===== config.mk =====
export PLATFORM = sky130hd
export DESIGN_NAME = joystick_deadband_calibrate_map
export DESIGN_NICKNAME = d
export VERILOG_FILES = /design/src/jdcm_pkg.sv /design/src/jdcm_dpath.sv /design/src/jdcm_ctrl.sv /design/src/joystick_deadband_calibrate_map.sv
export SDC_FILE = /design/constraint.sdc
export NUM_CORES = 1
export LEC_CHECK = 0
export BUFFER_PORTS_ARGS = -buffer_cell sky130_fd_sc_hd__buf_2
export CORE_MARGIN = 2
export CORE_UTILIZATION = 42
export DETAILED_ROUTE_END_ITERATION = 7
export HOLD_SLACK_MARGIN = 0.1
export SLEW_MARGIN = 20
export SYNTH_ARGS = -nofsm -noshare
export SYNTH_HDL_FRONTEND = slang
export SYNTH_HIERARCHICAL = 1
export SYNTH_SLANG_ARGS = --single-unit

===== constraint.sdc =====
create_clock -name clk -period 9.8 [get_ports clk]
set_input_delay 0.98 -clock clk [delete_from_list [all_inputs] [get_ports clk]]
set_output_delay 0.98 -clock clk [all_outputs]
set_load 0.05 [all_outputs]

===== src/jdcm_pkg.sv =====
// ----------------------------------------------------------------------------
// jdcm_pkg: shared types and constants of the joystick conditioner
// Beat payload structs, configuration register indexes, operation and
// result kind codes, and widths of the serial divider.
// ----------------------------------------------------------------------------
`default_nettype none

package jdcm_pkg;

    localparam int ADC_BITS   = 10;
    localparam int TICK_W     = 16;
    localparam int PCT        = 100;
    // Quotient bits of the divider; the top bit flags a quotient above 127.
    localparam int QW         = 8;
    // Numerator magnitude: a raw distance times one hundred.
    localparam int NUM_W      = ADC_BITS + QW - 1;
    localparam int CFG_IDX_W  = 3;
    localparam int CFG_DATA_W = 16;
    localparam int STEP_W     = $clog2(QW);

    localparam logic [ADC_BITS-1:0] ANALOG_MAX = {ADC_BITS{1'b1}};
    localparam logic [TICK_W-1:0]   TICK_MAX   = {TICK_W{1'b1}};
    localparam logic [TICK_W-1:0]   TICKS_RST  = TICK_W'(5000);
    localparam logic [QW-1:0]       PCT_Q      = QW'(PCT);

    // Operation codes.
    localparam logic [1:0] OP_SAMPLE  = 2'd0;
    localparam logic [1:0] OP_TICK    = 2'd1;
    localparam logic [1:0] OP_RESTART = 2'd2;
    localparam logic [1:0] OP_LOAD    = 2'd3;

    // Result kinds.
    localparam logic [1:0] KIND_ACK      = 2'd0;
    localparam logic [1:0] KIND_CAL_DONE = 2'd1;
    localparam logic [1:0] KIND_READING  = 2'd2;

    // Configuration register indexes.
    localparam logic [CFG_IDX_W-1:0] CFG_AXIS_MIN_X    = 3'd0;
    localparam logic [CFG_IDX_W-1:0] CFG_AXIS_MAX_X    = 3'd1;
    localparam logic [CFG_IDX_W-1:0] CFG_AXIS_MIN_Y    = 3'd2;
    localparam logic [CFG_IDX_W-1:0] CFG_AXIS_MAX_Y    = 3'd3;
    localparam logic [CFG_IDX_W-1:0] CFG_AUTO_CAL      = 3'd4;
    localparam logic [CFG_IDX_W-1:0] CFG_CALIBRATE_TKS = 3'd5;

    typedef struct packed {
        logic [1:0]          op;
        logic [ADC_BITS-1:0] raw_x;
        logic [ADC_BITS-1:0] raw_y;
        logic                button_in;
        logic [ADC_BITS-1:0] load_min_x;
        logic [ADC_BITS-1:0] load_max_x;
        logic [ADC_BITS-1:0] load_min_y;
        logic [ADC_BITS-1:0] load_max_y;
    } in_item_t;

    typedef struct packed {
        logic [1:0]          kind;
        logic [ADC_BITS-1:0] value_x;
        logic [ADC_BITS-1:0] value_y;
        logic signed [7:0]   position_x;
        logic signed [7:0]   position_y;
        logic                button_out;
        logic                is_calibrated;
        logic                moved;
        logic [ADC_BITS-1:0] band_min_x;
        logic [ADC_BITS-1:0] band_max_x;
        logic [ADC_BITS-1:0] band_min_y;
        logic [ADC_BITS-1:0] band_max_y;
    } out_item_t;

    // Lane 0 is the X axis, lane 1 the Y axis.
    typedef struct packed {
        logic [1:0][ADC_BITS-1:0] axis_min;
        logic [1:0][ADC_BITS-1:0] axis_max;
        logic                     auto_cal;
        logic [TICK_W-1:0]        cal_ticks;
    } cfg_t;

    typedef struct packed {
        logic capture;
        logic prep;
        logic step;
        logic commit;
    } cmd_t;

    typedef struct packed {
        logic reading;
    } status_t;

endpackage

`default_nettype wire


===== src/jdcm_dpath.sv =====
// ----------------------------------------------------------------------------
// jdcm_dpath: datapath of the joystick conditioner
// Holds the captured beat, the dead band and calibration state, two lanes
// of restoring dividers and the output register.
// ----------------------------------------------------------------------------
`default_nettype none

module jdcm_dpath (
    input  wire                  clk,
    input  wire                  rst_n,
    input  jdcm_pkg::cfg_t       cfg,
    input  jdcm_pkg::in_item_t   in_item,
    input  jdcm_pkg::cmd_t       cmd,
    output jdcm_pkg::status_t    status,
    output jdcm_pkg::out_item_t  out_item
);
    import jdcm_pkg::*;

    in_item_t                 item_reg;
    out_item_t                out_reg;
    out_item_t                out_next;

    logic [1:0][ADC_BITS-1:0] lo_reg, lo_next;
    logic [1:0][ADC_BITS-1:0] hi_reg, hi_next;
    logic                     done_reg, done_next;
    logic [TICK_W-1:0]        elapsed_reg, elapsed_next;
    logic                     seen_reg, seen_next;
    logic [1:0][7:0]          last_reg, last_next;

    logic [1:0][NUM_W-1:0]    rem_reg, rem_next;
    logic [1:0][NUM_W-1:0]    dsr_reg, dsr_next;
    logic [1:0][QW-1:0]       q_reg, q_next;
    logic [1:0]               neg_reg, neg_next;
    logic [1:0]               zero_reg, zero_next;

    logic [1:0][ADC_BITS-1:0] raw;
    logic [1:0][ADC_BITS-1:0] diff;
    logic [1:0][NUM_W-1:0]    num;
    logic [1:0][ADC_BITS:0]   span_lo;
    logic [1:0][ADC_BITS:0]   span_hi;
    logic [1:0][ADC_BITS:0]   den;
    logic [1:0][ADC_BITS-1:0] den_abs;
    logic [1:0]               in_band;
    logic [1:0]               below;
    logic [1:0][QW-1:0]       mag;
    logic [1:0][7:0]          pos;
    logic                     calibrating;
    logic                     moved;

    assign raw         = {item_reg.raw_y, item_reg.raw_x};
    assign calibrating = cfg.auto_cal && !done_reg;
    assign status.reading = (item_reg.op == OP_SAMPLE) && !calibrating;

    // Per-lane setup: classify against the band and form the operands.
    always_comb
    begin
        for (int l = 0; l < 2; l++)
        begin
            in_band[l] = (raw[l] >= lo_reg[l]) && (raw[l] <= hi_reg[l]);
            below[l]   = raw[l] < lo_reg[l];
            span_lo[l] = {1'b0, lo_reg[l]} - {1'b0, cfg.axis_min[l]};
            span_hi[l] = {1'b0, cfg.axis_max[l]} - {1'b0, hi_reg[l]};
            diff[l]    = below[l] ? (lo_reg[l] - raw[l]) : (raw[l] - hi_reg[l]);
            num[l]     = (NUM_W'(diff[l]) << 6) + (NUM_W'(diff[l]) << 5)
                       + (NUM_W'(diff[l]) << 2);
            den[l]     = below[l] ? span_lo[l] : span_hi[l];
            den_abs[l] = den[l][ADC_BITS] ? ADC_BITS'(-den[l])
                                          : den[l][ADC_BITS-1:0];
        end
    end

    // Divider lanes: load on prep, one restoring step per cycle while step is set.
    always_comb
    begin
        rem_next  = rem_reg;
        dsr_next  = dsr_reg;
        q_next    = q_reg;
        neg_next  = neg_reg;
        zero_next = zero_reg;
        for (int l = 0; l < 2; l++)
        begin
            if (cmd.prep)
            begin
                rem_next[l]  = num[l];
                dsr_next[l]  = {den_abs[l], {(QW-1){1'b0}}};
                q_next[l]    = '0;
                neg_next[l]  = below[l] ^ den[l][ADC_BITS];
                zero_next[l] = in_band[l] || (span_lo[l] == '0) || (span_hi[l] == '0);
            end
            else if (cmd.step)
            begin
                if (rem_reg[l] >= dsr_reg[l])
                begin
                    rem_next[l] = rem_reg[l] - dsr_reg[l];
                    q_next[l]   = {q_reg[l][QW-2:0], 1'b1};
                end
                else
                begin
                    q_next[l]   = {q_reg[l][QW-2:0], 1'b0};
                end
                dsr_next[l] = dsr_reg[l] >> 1;
            end
        end
    end

    // Clamp to one hundred percent, give zero where flagged and apply the sign.
    always_comb
    begin
        for (int l = 0; l < 2; l++)
        begin
            mag[l] = (q_reg[l][QW-1] || (q_reg[l] > PCT_Q)) ? PCT_Q : q_reg[l];
            if (zero_reg[l])
                pos[l] = '0;
            else if (neg_reg[l])
                pos[l] = 8'(-mag[l]);
            else
                pos[l] = 8'(mag[l]);
        end
    end

    assign moved = !seen_reg || (pos[0] != last_reg[0]) || (pos[1] != last_reg[1]);

    // Item effect on the block state and the result it gives.
    always_comb
    begin
        lo_next      = lo_reg;
        hi_next      = hi_reg;
        done_next    = done_reg;
        elapsed_next = elapsed_reg;
        seen_next    = seen_reg;
        last_next    = last_reg;
        out_next     = '0;
        out_next.kind = KIND_ACK;
        case (item_reg.op)
            OP_SAMPLE:
            begin
                if (calibrating)
                begin
                    if (elapsed_reg >= cfg.cal_ticks)
                    begin
                        done_next     = 1'b1;
                        elapsed_next  = '0;
                        out_next.kind = KIND_CAL_DONE;
                    end
                    else
                    begin
                        for (int l = 0; l < 2; l++)
                        begin
                            if (raw[l] > hi_reg[l])
                                hi_next[l] = raw[l];
                            if (raw[l] < lo_reg[l])
                                lo_next[l] = raw[l];
                        end
                    end
                end
                else
                begin
                    out_next.kind       = KIND_READING;
                    out_next.value_x    = item_reg.raw_x;
                    out_next.value_y    = item_reg.raw_y;
                    out_next.position_x = pos[0];
                    out_next.position_y = pos[1];
                    out_next.button_out = item_reg.button_in;
                    out_next.moved      = moved;
                    if (moved)
                        last_next = pos;
                    seen_next = 1'b1;
                end
            end
            OP_TICK:
            begin
                if (calibrating && (elapsed_reg != TICK_MAX))
                    elapsed_next = elapsed_reg + 1'b1;
            end
            OP_RESTART:
            begin
                done_next    = 1'b0;
                elapsed_next = '0;
            end
            OP_LOAD:
            begin
                lo_next = {item_reg.load_min_y, item_reg.load_min_x};
                hi_next = {item_reg.load_max_y, item_reg.load_max_x};
            end
            default:
            begin
                out_next.kind = KIND_ACK;
            end
        endcase
        out_next.is_calibrated = done_next;
        out_next.band_min_x    = lo_next[0];
        out_next.band_max_x    = hi_next[0];
        out_next.band_min_y    = lo_next[1];
        out_next.band_max_y    = hi_next[1];
    end

    always_ff @(posedge clk or negedge rst_n)
    begin
        if (!rst_n)
        begin
            lo_reg      <= {ANALOG_MAX, ANALOG_MAX};
            hi_reg      <= '0;
            done_reg    <= 1'b0;
            elapsed_reg <= '0;
            seen_reg    <= 1'b0;
            last_reg    <= '0;
        end
        else if (cmd.commit)
        begin
            lo_reg      <= lo_next;
            hi_reg      <= hi_next;
            done_reg    <= done_next;
            elapsed_reg <= elapsed_next;
            seen_reg    <= seen_next;
            last_reg    <= last_next;
        end
    end

    always_ff @(posedge clk)
    begin
        if (cmd.capture)
            item_reg <= in_item;
        if (cmd.commit)
            out_reg <= out_next;
        rem_reg  <= rem_next;
        dsr_reg  <= dsr_next;
        q_reg    <= q_next;
        neg_reg  <= neg_next;
        zero_reg <= zero_next;
    end

    assign out_item = out_reg;

endmodule

`default_nettype wire


===== src/jdcm_ctrl.sv =====
// ----------------------------------------------------------------------------
// jdcm_ctrl: sequencer of the joystick conditioner
// Takes one beat at a time, runs the divider steps for readings and hands
// the result to the output register.
// ----------------------------------------------------------------------------
`default_nettype none

module jdcm_ctrl (
    input  wire                clk,
    input  wire                rst_n,
    input  wire                in_valid,
    output logic               in_stall,
    output logic               out_valid,
    input  wire                out_stall,
    input  jdcm_pkg::status_t  status,
    output jdcm_pkg::cmd_t     cmd
);
    import jdcm_pkg::*;

    localparam logic [1:0] S_IDLE = 2'd0;
    localparam logic [1:0] S_PREP = 2'd1;
    localparam logic [1:0] S_DIV  = 2'd2;
    localparam logic [1:0] S_PUSH = 2'd3;

    localparam logic [STEP_W-1:0] LAST_STEP = STEP_W'(QW - 1);

    logic [1:0]        state_reg, state_next;
    logic [STEP_W-1:0] cnt_reg, cnt_next;
    logic              out_valid_reg, out_valid_next;
    logic              slot_free;

    assign in_stall  = (state_reg != S_IDLE);
    assign out_valid = out_valid_reg;
    assign slot_free = !out_valid_reg || !out_stall;

    always_comb
    begin
        state_next     = state_reg;
        cnt_next       = cnt_reg;
        cmd            = '0;
        out_valid_next = out_valid_reg && out_stall;
        case (state_reg)
            S_IDLE:
            begin
                if (in_valid)
                begin
                    cmd.capture = 1'b1;
                    state_next  = S_PREP;
                end
            end
            S_PREP:
            begin
                if (status.reading)
                begin
                    cmd.prep   = 1'b1;
                    cnt_next   = '0;
                    state_next = S_DIV;
                end
                else
                begin
                    state_next = S_PUSH;
                end
            end
            S_DIV:
            begin
                cmd.step = 1'b1;
                cnt_next = cnt_reg + 1'b1;
                if (cnt_reg == LAST_STEP)
                    state_next = S_PUSH;
            end
            S_PUSH:
            begin
                if (slot_free)
                begin
                    cmd.commit     = 1'b1;
                    out_valid_next = 1'b1;
                    state_next     = S_IDLE;
                end
            end
            default:
            begin
                state_next = S_IDLE;
            end
        endcase
    end

    always_ff @(posedge clk or negedge rst_n)
    begin
        if (!rst_n)
        begin
            state_reg     <= S_IDLE;
            cnt_reg       <= '0;
            out_valid_reg <= 1'b0;
        end
        else
        begin
            state_reg     <= state_next;
            cnt_reg       <= cnt_next;
            out_valid_reg <= out_valid_next;
        end
    end

`ifndef SYNTHESIS
    a_capture_to_prep: assert property (@(posedge clk) disable iff (!rst_n)
        (in_valid && !in_stall) |=> (state_reg == S_PREP))
        else $error("accepted beat did not start processing");

    a_div_length: assert property (@(posedge clk) disable iff (!rst_n)
        (state_reg == S_DIV && cnt_reg == LAST_STEP) |=> (state_reg == S_PUSH))
        else $error("divider did not finish after its last step");

    a_commit_shows: assert property (@(posedge clk) disable iff (!rst_n)
        cmd.commit |=> (out_valid && state_reg == S_IDLE))
        else $error("committed result not presented");

    a_single_item: assert property (@(posedge clk) disable iff (!rst_n)
        (state_reg == S_PREP) |-> $past(in_valid && !in_stall))
        else $error("processing began without an accepted beat");
`endif

endmodule

`default_nettype wire


===== src/joystick_deadband_calibrate_map.sv =====
// ----------------------------------------------------------------------------
// joystick_deadband_calibrate_map: two-axis joystick conditioner
// Learns or loads a dead band per axis and maps samples to signed percent.
// ----------------------------------------------------------------------------
// Each input beat carries one operation: a sample, a calibration tick, a
// restart of calibration or a load of explicit bands, and each produces
// exactly one result beat. While auto calibration is on and not yet finished,
// samples widen the learned band per axis and ticks advance a saturating
// timer; the first sample after the timer reaches calibrate_ticks finishes
// calibration and reports the band. Otherwise a sample becomes a reading:
// zero inside the band, else the distance from the band edge times one
// hundred divided by the span to the axis limit, truncated toward zero and
// clamped to plus or minus one hundred, and zero for an axis whose span on
// either side is zero. The block works on one beat at a time. A reading
// passes operand setup, eight steps of the restoring divider that both
// axes run side by side, and the write of the output register; every
// other operation passes setup and the write. The write waits while the
// output register holds a result that the receiver still stalls. The
// sequencer is back in idle with the write, so a new beat is accepted only
// once the last result is written. A finished result sits in the output
// register, so the next beat is taken while it waits. Configuration writes
// are always ready and must be issued only while no beat is in flight.
`default_nettype none

module joystick_deadband_calibrate_map (
    input  wire                            clk,
    input  wire                            rst_n,
    input  wire                            in_valid,
    output logic                           in_stall,
    input  jdcm_pkg::in_item_t             in_item,
    output logic                           out_valid,
    input  wire                            out_stall,
    output jdcm_pkg::out_item_t            out_item,
    input  wire                            cfg_valid,
    output logic                           cfg_ready,
    input  wire [jdcm_pkg::CFG_IDX_W-1:0]  cfg_index,
    input  wire [jdcm_pkg::CFG_DATA_W-1:0] cfg_data
);
    import jdcm_pkg::*;

    cfg_t    cfg_reg;
    cmd_t    cmd;
    status_t status;
    logic    cfg_write;

    // Configuration is a simple register bank; a write to an index past the
    // last register is taken and dropped.
    assign cfg_ready = 1'b1;
    assign cfg_write = cfg_valid && cfg_ready;

    always_ff @(posedge clk or negedge rst_n)
    begin
        if (!rst_n)
        begin
            cfg_reg.axis_min  <= '0;
            cfg_reg.axis_max  <= {ANALOG_MAX, ANALOG_MAX};
            cfg_reg.auto_cal  <= 1'b1;
            cfg_reg.cal_ticks <= TICKS_RST;
        end
        else if (cfg_write)
        begin
            case (cfg_index)
                CFG_AXIS_MIN_X:    cfg_reg.axis_min[0] <= cfg_data[ADC_BITS-1:0];
                CFG_AXIS_MAX_X:    cfg_reg.axis_max[0] <= cfg_data[ADC_BITS-1:0];
                CFG_AXIS_MIN_Y:    cfg_reg.axis_min[1] <= cfg_data[ADC_BITS-1:0];
                CFG_AXIS_MAX_Y:    cfg_reg.axis_max[1] <= cfg_data[ADC_BITS-1:0];
                CFG_AUTO_CAL:      cfg_reg.auto_cal    <= cfg_data[0];
                CFG_CALIBRATE_TKS: cfg_reg.cal_ticks   <= cfg_data[TICK_W-1:0];
                default:           cfg_reg.auto_cal    <= cfg_reg.auto_cal;
            endcase
        end
    end

    // The sequencer owns the handshakes; the datapath owns all payload.
    jdcm_ctrl u_ctrl (
        .clk       (clk),
        .rst_n     (rst_n),
        .in_valid  (in_valid),
        .in_stall  (in_stall),
        .out_valid (out_valid),
        .out_stall (out_stall),
        .status    (status),
        .cmd       (cmd)
    );

    jdcm_dpath u_dpath (
        .clk      (clk),
        .rst_n    (rst_n),
        .cfg      (cfg_reg),
        .in_item  (in_item),
        .cmd      (cmd),
        .status   (status),
        .out_item (out_item)
    );

endmodule

`default_nettype wire


==> results.yml, run 1 <==
timing:
  final_hold_viol_count: 0
  final.setup.tns_ps: 0
  relSlewSlack: 0.202
  skew_ps: 26.7
  max_freq_ghz: 0.190
  slew_viol_final: 0
  setup-violations-final: 0
  post-route-min-period_ps: 5260
  period_share: 0.537
  timing.final.ws_setup_ps: 4540
  worst_slew_pin_slew_ps: 1200
  rsz0062_at_grt: "no"
placed_design:
  place_ws_ps: 4580
  port_buffers: 169
  routabilityCongestion: 0.918
  dp_hpwl_mm: 45.2
  placed_cells: 3013
detailed_routing:
  route.detailed.drc: 0
  ant_nets: 0
  first_pass_iters: 7
  via_count: 17216
  via_per_inst: 5.57
  dr.first_iter.drc_count: 1424
  routedWlPerCell_um: 19.7
  wl_mm: 60.8
finish:
  final_cells: 3092
  largest_reg_flops: 81
  nets: 2648
  layout-drive-gt1-share: 0.163
  syn_to_final_growth_pct: 13.2
  layout.cells.most_common: "nor2_1"
  layout_common_cells: "nor2_1 (204), edfxtp_1 (202), inv_1 (200), ha_1 (180), buf_2 (168)"
synth:
  netlist_area_sq_um: 22900
  yosysWarnings: 6
  syn-num-nets: 2491
  synthCells: 2205
  ys_seq_elements: 369
  synth_edf_count: 202
  ys_seq_area_frac: 0.443
  synth_cell_type_count: 87
  async_reset_ff_frac: 0.371
  syn_avg_cell_area_sq_um: 10.4
  synth_ff_type: "edfxtp_1"
cts:
  postCtsSetupBuffers: 0
  cts_hold_buffers: 0
  cts_made_buffers: 43
  cts-root-buf: "clkbuf_16"
  clk_latency_ps: 560
  ctsResizeCount: 0
  clk_path_buf_depth: 3
  htree_levels: 2
  cts_tree: "yes"
  clock-sinks: 369
  clk_pin_slew_worst_paths_ps: 60
critical_path:
  crit_arrival_ps: 5520
  endpoint_kind: "flop"
  crit_type: "reg2reg"
  critical_path_required_ps: 10050
  crit_path_start_kind: "flop"
  cp_max_fo: 23
global_route:
  grtUsageMet2: 0.351
  met1_usage: 0.290
  gr-total-overflow: 0
  antenna_found_initial: 1
  grt-busiest-layer: "met2"
  grt_use_met3: 0.0325
  grt_pass1_wl_mm: 94.9
  grt_use_total: 0.212
  grt_pass1_vias: 17066
  grt_start_max_net_pins: 90
outcome:
  outcome: "complete, no violations"
min_path:
  hp-class: "in2async"
floorplan:
  rows: 85
  die_y_um: 238
  die_area_sq_um: 56500
  ios: 171
  die_w_um: 238
  start_util: 0.425
  core_sq_um: 53900
job:
  drv_cap: 0
## final timing paths
path | startpoint | end | slack [ps] | depth (start not counted)
min in group clk | u_dpath/seen_reg | u_dpath/seen_reg | 500 | 1
max | u_dpath/item_reg[52] | u_dpath/rem_reg[15] | 4540 | 21
min | rst_n | u_dpath/hi_reg[2] | 430 | 1
max reg2reg | u_dpath/item_reg[52] | u_dpath/rem_reg[15] | 4540 | 21
max in group asynchronous | rst_n | u_dpath/last_reg[12] | 7950 | 2
min reg2reg | u_dpath/seen_reg | u_dpath/seen_reg | 500 | 1
## routing by layer
layer,share of wire,wire (um)
met5,0,0
met4,0.022,1340
met3,0.048,2940
met2,0.47,28700
met1,0.46,27900
## cells by family (layout without fill, tap and decap cells)
logic type | Yosys count | count (layout) | share of synthesized area
xor+xnor | 138 | 138 | 0.0527
fa+ha+maj | 199 | 199 | 0.114
simple gates | 566 | 566 | 0.117
flops | 369 | 369 | 0.443
other cells | 1 | 2 | 0.000163
mux | 141 | 141 | 0.0714
buf+inv | 277 | 467 | 0.0479
compound gates | 514 | 514 | 0.154
## layout make-up
| type | count | area, sq um |
|---|---|---|
| Antenna cell | 1 | 2.50 |
| Clock buffer | 63 | 1230 |
| Clock inverter | 15 | 224 |
| Fill cell | 4879 | 28000 |
| Inverter | 203 | 762 |
| Multi-Input combinational cell | 1559 | 11700 |
| Sequential cell | 369 | 10200 |
| Tap cell | 696 | 871 |
| Timing Repair Buffer | 186 | 992 |
## per-stage QoR
stage               utilization  hold WS, ps  area [sq um]
floorplan                     -          434         22900
global placement          0.454          470         24500
detailed placement        0.454          476         24500
CTS                       0.481          460         25900
global route              0.481          482         26000
finish                    0.481          430         26000
## critical path, stage by stage (launching register included)
cell and delay (ps):
edfxtp_1 570, inv_1 160, fa_1 490, a21o_1 190, a21o_1 220, a21oi_1 250
nor2_1 60, buf_4 230, o21ai_0 510, xnor2_1 150, ha_1 200, a21o_1 160
ha_1 280, a21o_1 180, a21oi_1 210, o21ai_0 100, a21oi_1 210, o21ai_0 170
a21o_1 200, a21oi_1 160, xor2_1 170, a21oi_1 80
## synth_stat cells, drive strengths merged, types with 20 or more instances
master    n  area share
nand2   149       0.024
mux2     75       0.043
dfxtp    30       0.026
a222oi   20      0.0087
a221o    39       0.017
a21o     60       0.020
dfrtp    91       0.099
a21oi   110       0.024
xnor2    81       0.031
nor2b    22      0.0060
nand2b   21      0.0057
dfstp    46       0.053
edfxtp  202        0.26
inv     201       0.033
clkbuf   55      0.0090
o21ai   122       0.027
nor3     35      0.0076
nor2    204       0.033
ha      181       0.099
mux2i    66       0.029
nand3    29      0.0065
xor2     57       0.022
Power of run 1 is not shown: default switching activity piles up to over one toggle a cycle in this logic, so the estimate is an artifact.
==> inputs of run 2 (changes only) <==
--- a/config.mk
+++ b/config.mk
@@ -5,6 +5,7 @@
 export SDC_FILE = /design/constraint.sdc
 export NUM_CORES = 1
 export LEC_CHECK = 0
+export ABC_AREA = 1
 export BUFFER_PORTS_ARGS = -buffer_cell sky130_fd_sc_hd__buf_2
 export CORE_MARGIN = 2
 export CORE_UTILIZATION = 42
==> constraint.sdc (replaced) <==
create_clock -name clk -period 4.94 [get_ports clk]
set_input_delay 0.494 -clock clk [delete_from_list [all_inputs] [get_ports clk]]
set_output_delay 0.494 -clock clk [all_outputs]
set_load 0.05 [all_outputs]
==> run 2 against run 1 <==
Against the previous run: final cell count rose by 30%; sequential share of layout area fell by 2.9 points; die area rose by 4.8%; worst setup slack got worse by 4200 ps; non-clock buffer count rose by 92; critical path depth rose by 1; area after synthesis rose by 4.9%.
==> results.yml, run 2 <==
critical_path:
  endpoint_kind: "flop"
  crit_type: "reg2reg"
  critPathMaxStageDelay_ps: 490
  cp_max_fo: 5
  crit_path_start_kind: "flop"
  critical_path_required_ps: 5260
  cp_slowest_cell: "fa_1"
  crit_arrival_ps: 4870
  crit_top_cell: "inv_1"
  critical_path.cell_chain: "inv_1 > ha_1 > inv_1 > fa_1 > nand2_1 > nand2_1 > nand2_1 > nand3_1 > xor2_1 > or2_2 > o21ai_0 > inv_1 > fa_1 > ha_1 > a21oi_1 > inv_1 > a31oi_1 > o21ai_0 > a21oi_1 > o21bai_1 > nor2_1 > o21ai_0"
synth:
  synth_ff_type: "edfxtp_1"
  yosysTopAreaCellShare: 0.252
  synthTopCellsByArea: "edfxtp_1 (25%), nand2_1 (13%), dfrtp_1 (9.5%), ha_1 (9.4%), inv_1 (6.2%)"
  netlist_area_sq_um: 24100
  yosysWarnings: 6
  syn_avg_cell_area_sq_um: 8.04
  post-synth-top-count-cell: "nand2_1"
  synthCells: 2994
  async_reset_ff_frac: 0.371
  ys_seq_area_frac: 0.422
  yosysTopAreaCell: "edfxtp_1"
  synth_cell_type_count: 58
  synth_common_cells: "nand2_1 (829), inv_1 (397), nand3_1 (216)"
  ys_seq_elements: 369
  syn-num-nets: 3280
  synth_edf_count: 202
cts:
  cts_tree: "yes"
  cts-root-buf: "clkbuf_16"
  htree_levels: 2
  cts_made_buffers: 45
  clk_pin_slew_worst_paths_ps: 60
  clock-sinks: 369
  clk_latency_ps: 580
  clk_path_buf_depth: 3
timing:
  timing.final.ws_setup_ps: 384
  final.setup.tns_ps: 0
  period_share: 0.922
  max_freq_ghz: 0.219
  post-route-min-period_ps: 4560
  whs_ps: 131
  rsz0062_at_grt: "no"
  relSlewSlack: 0.350
  final_hold_viol_count: 0
  worst_slew_pin_slew_ps: 975
  slew_viol_final: 0
  setup-violations-final: 0
  skew_ps: 16.1
finish:
  nets: 3524
  layout-drive-gt1-share: 0.124
  syn_to_final_growth_pct: 16.5
  post-route-util: 0.496
  multi_input_area_sq_um: 12000
  largest_reg_flops: 81
  num-fill-cells: 5407
  layout_common_cells: "nand2_1 (829), inv_1 (395), nand3_1 (215), edfxtp_1 (202), a21oi_1 (192)"
  layout.cells.most_common: "nand2_1"
  seq_area_sq_um: 10200
floorplan:
  die_area_sq_um: 59200
  rows: 87
  ios: 171
  core_sq_um: 56500
  start_util: 0.426
  die_y_um: 243
  die_w_um: 243
global_route:
  grt_pass1_wl_mm: 109
  grt_start_max_net_pins: 94
  grt_pass1_vias: 20268
  gr-total-overflow: 0
  antenna_found_initial: 0
  grt_use_total: 0.231
job:
  drv_cap: 0
placed_design:
  routabilityCongestion: 0.958
  port_buffers: 169
  dp_hpwl_mm: 52.5
  place_ws_ps: 36.0
min_path:
  hp-class: "in2reg"
detailed_routing:
  dr.first_iter.drc_count: 1599
  via_count: 21065
  routedWlPerCell_um: 17.3
  first_pass_iters: 6
  route.detailed.drc: 0
  ant_nets: 0
  wl_mm: 69.9
  via_per_inst: 5.23
outcome:
  outcome: "complete, no violations"
-- run 2: cell types whose count changed in the layout (fill, tap and decap cells not counted), moves of 39 or more --
cell,before,now
nand2_1,149,829
inv_1,200,395
nand3_1,28,215
a21oi_1,110,192
dlygate4sd3_1,0,67
mux2i_1,66,4
xnor2_1,81,25
a21o_1,60,10
a221o_1,39,0
mux2_2,39,0
-- run 2: path summary, 6_finish.rpt --
check / depth (start not counted) / endpoint / slack [ps] / from
worst max-delay path: 22 / u_dpath/rem_reg[32] / 380 / u_dpath/item_reg[41]
worst min-delay path: 1 / u_dpath/item_reg[52] / 130 / in_item[52]
worst max register to register: 22 / u_dpath/rem_reg[32] / 380 / u_dpath/item_reg[41]
worst min register to register: 2 / u_dpath/seen_reg / 460 / u_dpath/seen_reg
max in group asynchronous: 3 / u_dpath/last_reg[7] / 3010 / rst_n
min in group asynchronous: 2 / u_dpath/hi_reg[1] / 640 / rst_n
-- run 2: kinds of logic (layout without fill, tap and decap cells) --
logic type,Yosys count,after routing,share of synthesized area
and+or+nand+nor,1348,1348,0.238
other,1,2,0.000156
adders and majority gates,199,199,0.109
buffers and inverters,494,774,0.0806
xor gates and xnor gates,81,81,0.0295
DFF,369,369,0.422
AOI/OAI and AO/OA,498,498,0.119
muxes,4,4,0.00166
-- run 2: metal layers --
| layer | routed length (um) | track usage | share of wire | vias up |
|---|---|---|---|---|
| met5 | 0 | 0 | 0 | - |
| met1 | 30900 | 0.307 | 0.44 | 9881 |
| met3 | 4650 | 0.0460 | 0.066 | 133 |
| met2 | 31900 | 0.373 | 0.46 | 625 |
| li1 | - | - | - | 10426 |
| met4 | 2370 | 0.0834 | 0.034 | 0 |
-- run 2: layout make-up --
class,instances,area share
repair buffers,278,0.0657
clock buffers,62,0.0469
flip-flops and latches,369,0.362
multi-input cells,2131,0.428
well taps,756,0.0337
inverters,413,0.0553
diodes,1,0.0000892
clock inverters,21,0.00781
-- run 2: timing repair --
| item | CTS | global route |
|---|---|---|
| setup buffers | 0 | 1 |
| setup endpoints to repair | 0 | 6 |
| gates resized for setup | 0 | 15 |
| hold endpoints to repair | 123 | 0 |
| hold buffers | 67 | 0 |
-- run 2: per-stage QoR --
step	std cells	cell area, sq um
CTS	4029	28000
global placement	3879	25800
global route	4030	28000
finish	4031	28000
floorplan	2994	24100
detailed placement	3879	25800
-- run 2: critical path: cells and delay by family (launching register included) --
kind,cells,cell delay [ps]
fa+ha+maj,4,1470
simple gates,6,780
flops,1,390
buf+inv,4,500
compound gates,7,1020
xor+xnor,1,160
Power of run 2 is left out for the same reason.
